`config.mk`:
```
export PLATFORM = sky130hd
export DESIGN_NAME = ccp_ctrl
export DESIGN_NICKNAME = d
export VERILOG_FILES = /design/src/sv/ccp_pkg.sv /design/src/sv/ccp_ctrl.sv
export SDC_FILE = /design/constraint.sdc
export NUM_CORES = 1
export LEC_CHECK = 0
export ABC_AREA = 1
export BUFFER_PORTS_ARGS = -buffer_cell sky130_fd_sc_hd__clkbuf_2
export CAP_MARGIN = 20
export CORE_AREA = 2 2 39 41
export CTS_BUF_LIST = sky130_fd_sc_hd__clkbuf_8 sky130_fd_sc_hd__clkbuf_16
export DETAILED_ROUTE_END_ITERATION = 8
export DIE_AREA = 0 0 41 43
export SLEW_MARGIN = 25
export SYNTH_ARGS = -nofsm -noshare
export SYNTH_HDL_FRONTEND = slang
export SYNTH_SLANG_ARGS = --single-unit
```
`constraint.sdc`:
```
create_clock -name clock -period 1.1 [get_ports clock]
set_input_delay 0.11 -clock clock [delete_from_list [all_inputs] [get_ports clock]]
set_output_delay 0.11 -clock clock [all_outputs]
set_load 0.005 [all_outputs]
```
`src/sv/ccp_pkg.sv`:
```
`timescale 1ns / 1ps
// ---------------------------------------------------------------------------
// Circle canvas painter package
// Field widths, codes, defaults and the controller/datapath interface types.
// ---------------------------------------------------------------------------
package ccp_pkg;

   // Default sizes of the canvas store and the fixed-point format
   localparam int DEF_MAX_WIDTH  = 512;
   localparam int DEF_MAX_HEIGHT = 512;
   localparam int DEF_FRAC_BITS  = 8;

   // Field widths
   localparam int ACT_W    = 2;
   localparam int COORD_W  = 19;
   localparam int CHAR_W   = 8;
   localparam int PIX_W    = 9;
   localparam int STAT_W   = 2;
   localparam int CSR_W    = 10;
   localparam int CSR_IDX_W = 2;

   // Register indexes
   localparam logic [CSR_IDX_W-1:0] IDX_WIDTH  = 2'd0;
   localparam logic [CSR_IDX_W-1:0] IDX_HEIGHT = 2'd1;
   localparam logic [CSR_IDX_W-1:0] IDX_BG     = 2'd2;

   // Register reset values
   localparam logic [CSR_W-1:0]  RST_WIDTH  = 10'd512;
   localparam logic [CSR_W-1:0]  RST_HEIGHT = 10'd512;
   localparam logic [CHAR_W-1:0] RST_BG     = 8'd32;

   // Actions
   localparam logic [ACT_W-1:0] ACT_DRAW  = 2'd0;
   localparam logic [ACT_W-1:0] ACT_READ  = 2'd1;
   localparam logic [ACT_W-1:0] ACT_CLEAR = 2'd2;

   // Result status codes
   localparam logic [STAT_W-1:0] ST_OK      = 2'd0;
   localparam logic [STAT_W-1:0] ST_BAD_RAD = 2'd1;
   localparam logic [STAT_W-1:0] ST_OUTSIDE = 2'd2;

   // Commands from the controller to the datapath
   typedef struct packed {
      logic load;
      logic rd;
      logic setup;
      logic scan_step;
      logic clr_step;
      logic push;
   } cmd_type;

   // Status from the datapath to the controller
   typedef struct packed {
      logic [ACT_W-1:0] action;
      logic             radius_pos;
      logic             size_zero;
      logic             scan_last;
      logic             pipe_busy;
      logic             clr_last;
   } stat_type;

endpackage

```
`src/sv/ccp_ctrl.sv`:
```
`timescale 1ns / 1ps
// ---------------------------------------------------------------------------
// Circle canvas painter controller
// Sequences reset clearing, draw scans, reads, clears and the result beat.
// ---------------------------------------------------------------------------
module ccp_ctrl (
   input  logic               clock,
   input  logic               reset,
   input  logic               req_tvalid,
   output logic               req_tready,
   output logic               rsp_tvalid,
   input  logic               rsp_tready,
   input  ccp_pkg::stat_type  stat,
   output ccp_pkg::cmd_type   cmd
);

   localparam logic [3:0] S_INIT   = 4'd0;
   localparam logic [3:0] S_IDLE   = 4'd1;
   localparam logic [3:0] S_DECODE = 4'd2;
   localparam logic [3:0] S_SETUP  = 4'd3;
   localparam logic [3:0] S_SCAN   = 4'd4;
   localparam logic [3:0] S_DRAIN  = 4'd5;
   localparam logic [3:0] S_CLEAR  = 4'd6;
   localparam logic [3:0] S_FINISH = 4'd7;

   logic [3:0] state_ff;
   logic [3:0] state_in;
   logic       rsp_valid_ff;
   logic       rsp_valid_in;

   // Next state and commands
   always_comb begin
      state_in = state_ff;
      cmd      = '0;
      case (state_ff)
         S_INIT: begin
            cmd.clr_step = 1'b1;
            if (stat.clr_last) begin
               state_in = S_IDLE;
            end
         end
         S_IDLE: begin
            cmd.load = req_tvalid;
            if (req_tvalid) begin
               state_in = S_DECODE;
            end
         end
         S_DECODE: begin
            case (stat.action)
               ccp_pkg::ACT_DRAW: begin
                  if (!stat.radius_pos || stat.size_zero) begin
                     state_in = S_FINISH;
                  end else begin
                     state_in = S_SETUP;
                  end
               end
               ccp_pkg::ACT_READ: begin
                  cmd.rd   = 1'b1;
                  state_in = S_FINISH;
               end
               ccp_pkg::ACT_CLEAR: begin
                  state_in = S_CLEAR;
               end
               default: begin
                  state_in = S_FINISH;
               end
            endcase
         end
         S_SETUP: begin
            cmd.setup = 1'b1;
            state_in  = S_SCAN;
         end
         S_SCAN: begin
            cmd.scan_step = 1'b1;
            if (stat.scan_last) begin
               state_in = S_DRAIN;
            end
         end
         S_DRAIN: begin
            if (!stat.pipe_busy) begin
               state_in = S_FINISH;
            end
         end
         S_CLEAR: begin
            cmd.clr_step = 1'b1;
            if (stat.clr_last) begin
               state_in = S_FINISH;
            end
         end
         S_FINISH: begin
            if (!rsp_valid_ff || rsp_tready) begin
               cmd.push = 1'b1;
               state_in = S_IDLE;
            end
         end
         default: begin
            state_in = S_INIT;
         end
      endcase
   end

   // Hold the result beat until the sink takes it
   assign rsp_valid_in = cmd.push | (rsp_valid_ff & ~rsp_tready);

   always_ff @(posedge clock) begin
      if (reset) begin
         state_ff     <= S_INIT;
         rsp_valid_ff <= 1'b0;
      end else begin
         state_ff     <= state_in;
         rsp_valid_ff <= rsp_valid_in;
      end
   end

   assign req_tready = (state_ff == S_IDLE);
   assign rsp_tvalid = rsp_valid_ff;

endmodule

```
==> Word-level counts from Yosys, hierarchy flattened <==
Cells that the tools add are included.
Widths: inputs -> output; s select.
{ "classes": {"n_bitwise": 3, "reduce_logical": 8, "eq_ne": 15, "n_mux": 17} }
{ "ops": {"columns": ["op", "n"], "rows": [
  ["$pmux 4 s8", 1],
  ["$mux 4", 6],
  ["$eq 4x3->1 const B", 4],
  ["$ne 2x2->1 const B", 6],
  ["$eq 4x2->1 const B", 2],
  ["$mux 1", 8],
  ["$pmux 3 s2", 1],
  ["$reduce_and 6->1", 1],
  ["$eq 4x1->1 const B", 1],
  ["$logic_not 4->1", 1],
  ["$mux 3", 1],
  ["$eq 2x1->1 const B", 1],
  ["$eq 2x2->1 const B", 1],
  ["$logic_not 1->1", 2],
  ["$logic_not 2->1", 1],
  ["$logic_or 1x1->1", 2],
  ["$reduce_or 2->1", 1],
  ["$and 1x1->1", 1],
  ["$not 1->1", 1],
  ["$or 1x1->1", 1]
]} }
{ "totals": {"wordCells": 45, "out_inout_bits": 8, "input_bits": 11, "ff_bits": 5} }

==> Logic depth before layout (Yosys ltp) <==
{ "depth": {"word_depth": 5, "mapped_depth": 10} }

==> Least setup slack after synthesis <==
OpenSTA, ideal clock, no wires.
{ "synth_path": {"path_kind": "reg2reg", "from": "register state_ff[2]", "to": "register state_ff[0]", "t_arrival_ps": 970, "synth_period_minus_slack_ps": 1083, "setup_ps": 113, "required_time_ps": 987, "path_slack_ps": 17, "stages_incl_launch_ff": 10, "path_buffers": 0, "path_cell_list": "dfxtp_1 -> inv_2 -> nor2_4 -> nand2_2 -> nand2_2 -> inv_2 -> nand3_4 -> nand2_1 -> nand2_1 -> nor2_1"} }
{ "synth_via": {"elab_chain_len": 3} }
{ "synth_rtl": {"columns": ["element", "line_no", "rtl"], "rows": [
  ["start, declared", "ccp_ctrl.sv:26", "logic [3:0] state_ff;"],
  ["start signal, assigned", "ccp_ctrl.sv:110", "state_ff <= state_in;"],
  ["$eq 4x3->1 (tied with other cells)", "ccp_ctrl.sv:35", "case (state_ff)"],
  ["$ne 2x2->1 (no line)", null, null],
  ["$reduce_and 6->1 (no line)", null, null]
]} }
Several ways; a longest one is shown, not always the timed one.
A chain may end at the register's enable or synchronous reset.

==> impl_metrics.csv <==
group,metric,value,unit
place,post-dp-hpwl,802,um
floorplan,start_util,26.6,%
worst_setup_path,rr_worst_depth,9,
timing,worstMarginPinSlew,181,ps
worst_hold_path,hold_path_class,"primary input to flip-flop",
worst_setup_path,slowest_stage,"dfxtp_4",
grt,overflow,0,
timing,finalSetupViolCount,9,
floorplan,die_x,41,um
cells_and_area,design_area,756,um2
place,io_buffers,18,
timing,max-slew-margin-rel,87.9,%
routing,wl_per_cell,9.93,um
worst_setup_path,max_stage_delay,360,ps
clock_tree,cts_sinks,4,
pwr,p_comb_share,67.1,%
clock_tree,clk_latency,220,ps
routing,drc_errors,0,
routing,postRouteAntennaNets,0,
pwr,switching_share,40.1,%
floorplan,dieArea,1760,um2
cells_and_area,antenna_cells,0,
worst_setup_path,crit_type,"flip-flop to output port",
clock_tree,root_buffer,"clkbuf_8",
run_status,run_status,"complete, but fails checks",
clock_tree,path_clk_slew,30,ps
pwr,power.net_switching,0.000742,W
cells_and_area,drive_gt1_share,69.7,%
worst_setup_path,cp_cell_sequence,"buf_6 -> nor2_4 -> nand2_2 -> nand2_2 -> buf_6",
worst_hold_path,worstHoldStart,"reset",
grt,grt_pass1_vias,493,
routing,drtIter0Drc,1,
logic_synthesis,netlist_instances,61,
logic_synthesis,synthesis.nets,72,
clock_tree,h-tree-depth,1,
place,gp_congestion,0.719,
timing,fin_skew,2.98,ps
grt,grt_max_degree,6,
place,dp.cells,106,
worst_setup_path,path_buf_inv,2,
timing,setup_tns,-525,ps
timing,finalHoldViolCount,0,
logic_synthesis,ys_warn_count,0,
worst_setup_path,r2r-end,"state_ff[0]$_SDFFE_PP0P_",
clock_tree,cts_buffers,3,
worst_setup_path,worst-path-max-fanout,5,
timing,finalMaxSlewViolations,0,
worst_hold_path,hold_path_depth,4,
logic_synthesis,ys_seq_elements,4,
worst_setup_path,crit_path_end_kind,"output port",
cells_and_area,nets,112,
pwr,internal_power,0.00111,W
grt,antenna_found_initial,0,
clock_tree,clk_path_buf_depth,2,
worst_setup_path,critPathArrivalTime,1090,ps
cells_and_area,instances_no_fill,115,
logic_synthesis,synth.distinct_cells,18,
timing,fmax,0.831,GHz
clock_tree,cts_tree,"done",
floorplan,io_pins,19,
worst_setup_path,required,990,ps
timing,fin_crit_sh,109,%
pwr,power,0.00185,W
logic_synthesis,syn-cell-area,368,um2
cells_and_area,syn2layout_area_growth,105,%
worst_setup_path,worstSetupStartpointType,"flip-flop",
routing,drtPass1Iterations,2,
run_status,violations,"negative setup slack",
timing,fin_ws,-104,ps
logic_synthesis,avgSynthCellArea,6.03,um2
timing,fin_crit,1200,ps
grt,grt_pass1_wl,1890,um
pwr,pwr-share-seq,16.4,%
worst_setup_path,critical_path.startpoint,"state_ff[1]$_SDFFE_PP0P_",
worst_setup_path,reg2reg_slack,-90,ps
run,timing.max_cap.violations,0,
pwr,power.share.clock,16.5,%
worst_setup_path,crit_family,"flip-flops",
floorplan,die_h,43,um
routing,viasPerCell,4.31,
logic_synthesis,yosysSeqAreaShare,21.8,%
floorplan,coreArea,1380,um2
cells_and_area,utilization,54.6,%
pwr,powerDensity,2450,nW/um2
pwr,ir_drop,1020,uV
pwr,power.leakage,0.400,nW
routing,vias,496,
timing,rsz0062_at_grt,"true",
worst_setup_path,reg2reg_from,"state_ff[1]$_SDFFE_PP0P_",
worst_hold_path,hold_end,"state_ff[1]$_SDFFE_PP0P_",
routing,drt-total-wl,1140,um
floorplan,placementRows,14,
grt,grt_usage,15.8,%
place,place_area,557,um2
[power groups by stage]
stage	clock (W)	combinational (W)	sequential, W
finish	0.000305	0.00124	0.000303
global route	0.000326	0.00136	0.000314
CTS	0.000316	0.00114	0.000299
detailed placement	0	0.000812	0.000267
global placement	0	0.000820	0.000266
floorplan	0	0.000500	0.000246
[layout make-up]
| class | instances | area (um2) |
|---|---|---|
| multi-input combinational | 45 | 298 |
| timing repair buffer | 36 | 256 |
| clock buffer | 3 | 41.3 |
| inverter | 11 | 48.8 |
| sequential | 4 | 91.3 |
| tap | 16 | 20.0 |
| fill | 133 | 628 |
[tightest hold or removal path: cells and delay by family]
kind                   cells  cell delay (ps)
buffers and inverters      2              150
and+or+nand+nor            2              110
[flip-flops by register name (all words and copies together) (netlist names)]
name / count
state_ff: 3
rsp_tvalid: 1
[how the worst max path moves through the flow]
| stage | endpoint | slack (ps) | depth (start not counted) |
|---|---|---|---|
| 3_3_place_gp | state_ff[0]$_SDFFE_PP0P_ | -40 | 9 |
| 4_1_cts | cmd[0] | -100 | 6 |
| 2_1_floorplan | state_ff[0]$_SDFFE_PP0P_ | 20 | 9 |
| 3_5_place_dp | state_ff[0]$_SDFFE_PP0P_ | -60 | 9 |
| 5_1_grt | state_ff[0]$_SDFFE_PP0P_ | -190 | 9 |
| 6_report | cmd[1] | -100 | 5 |
[Yosys cell counts]
cell type   n  area share, %
o221ai_1    1            2.4
a21oi_1     1            1.4
o211ai_2    1            3.4
nor2_2      1            1.7
inv_2       4            4.1
o21a_1      1            2.0
nand3_1     3            4.1
o22ai_1     1            1.7
o21ai_0     1            1.4
buf_6       1            3.1
nand3_4     1            4.8
nor3_1      1            1.4
dfxtp_1     4             22
nor2_4      1            3.1
nand2_2     6             10
inv_1       7            7.1
nand2_1     9            9.2
nor2_1     17             17
[stage by stage]
step	hold WS (ps)	worst slack [ps]
final	199	-104
after global routing	236	-185
after CTS	201	-105
after detailed placement	429	-62.2
after global placement	427	-39.6
after floorplan	289	17.2
[per-layer routing]
metal	vias to the layer above	wire, um	global-route usage (%)
met4	0	0	4.00
met1	220	411	16.7
met3	0	40	4.71
met5	-	0	0
li1	266	-	-
met2	10	690	28.4
[cell families (layout without fill, tap and decap cells)]
group	Yosys count	in the layout	share of synthesized area, %
AND/OR/NAND/NOR	39	39	51.7
AO/OA/AOI/OAI	6	6	12.2
flip-flops	4	4	21.8
buffers and inverters	12	50	14.3
[timing repair]
| action | CTS | global route |
|---|---|---|
| resized for setup | 28 | 10 |
| pin swaps | 7 | 11 |
| endpoints found under the hold margin | 0 | 0 |
| setup endpoints to repair | 10 | 9 |
| buffers inserted | 6 | 1 |
| hold buffers | 0 | 0 |
[cell usage in the layout (no fill, tap or decap)]
cell,n
nand3_2,2
o221ai_2,1
clkbuf_2,14
dfxtp_4,3
nor2_1,13
nand3_4,1
inv_4,1
nand2_2,8
clkbuf_8,3
nor2_2,3
a21oi_1,1
inv_2,3
buf_2,2
buf_4,13
o22ai_2,1
nor3_1,1
inv_1,6
nand2_4,2
nand2_1,5
inv_6,1
o211ai_2,1
o21a_1,1
nand3_1,1
buf_6,7
o21ai_0,1
nor2_4,3
dfxtp_1,1
Power figures use the tool's default switching activity.
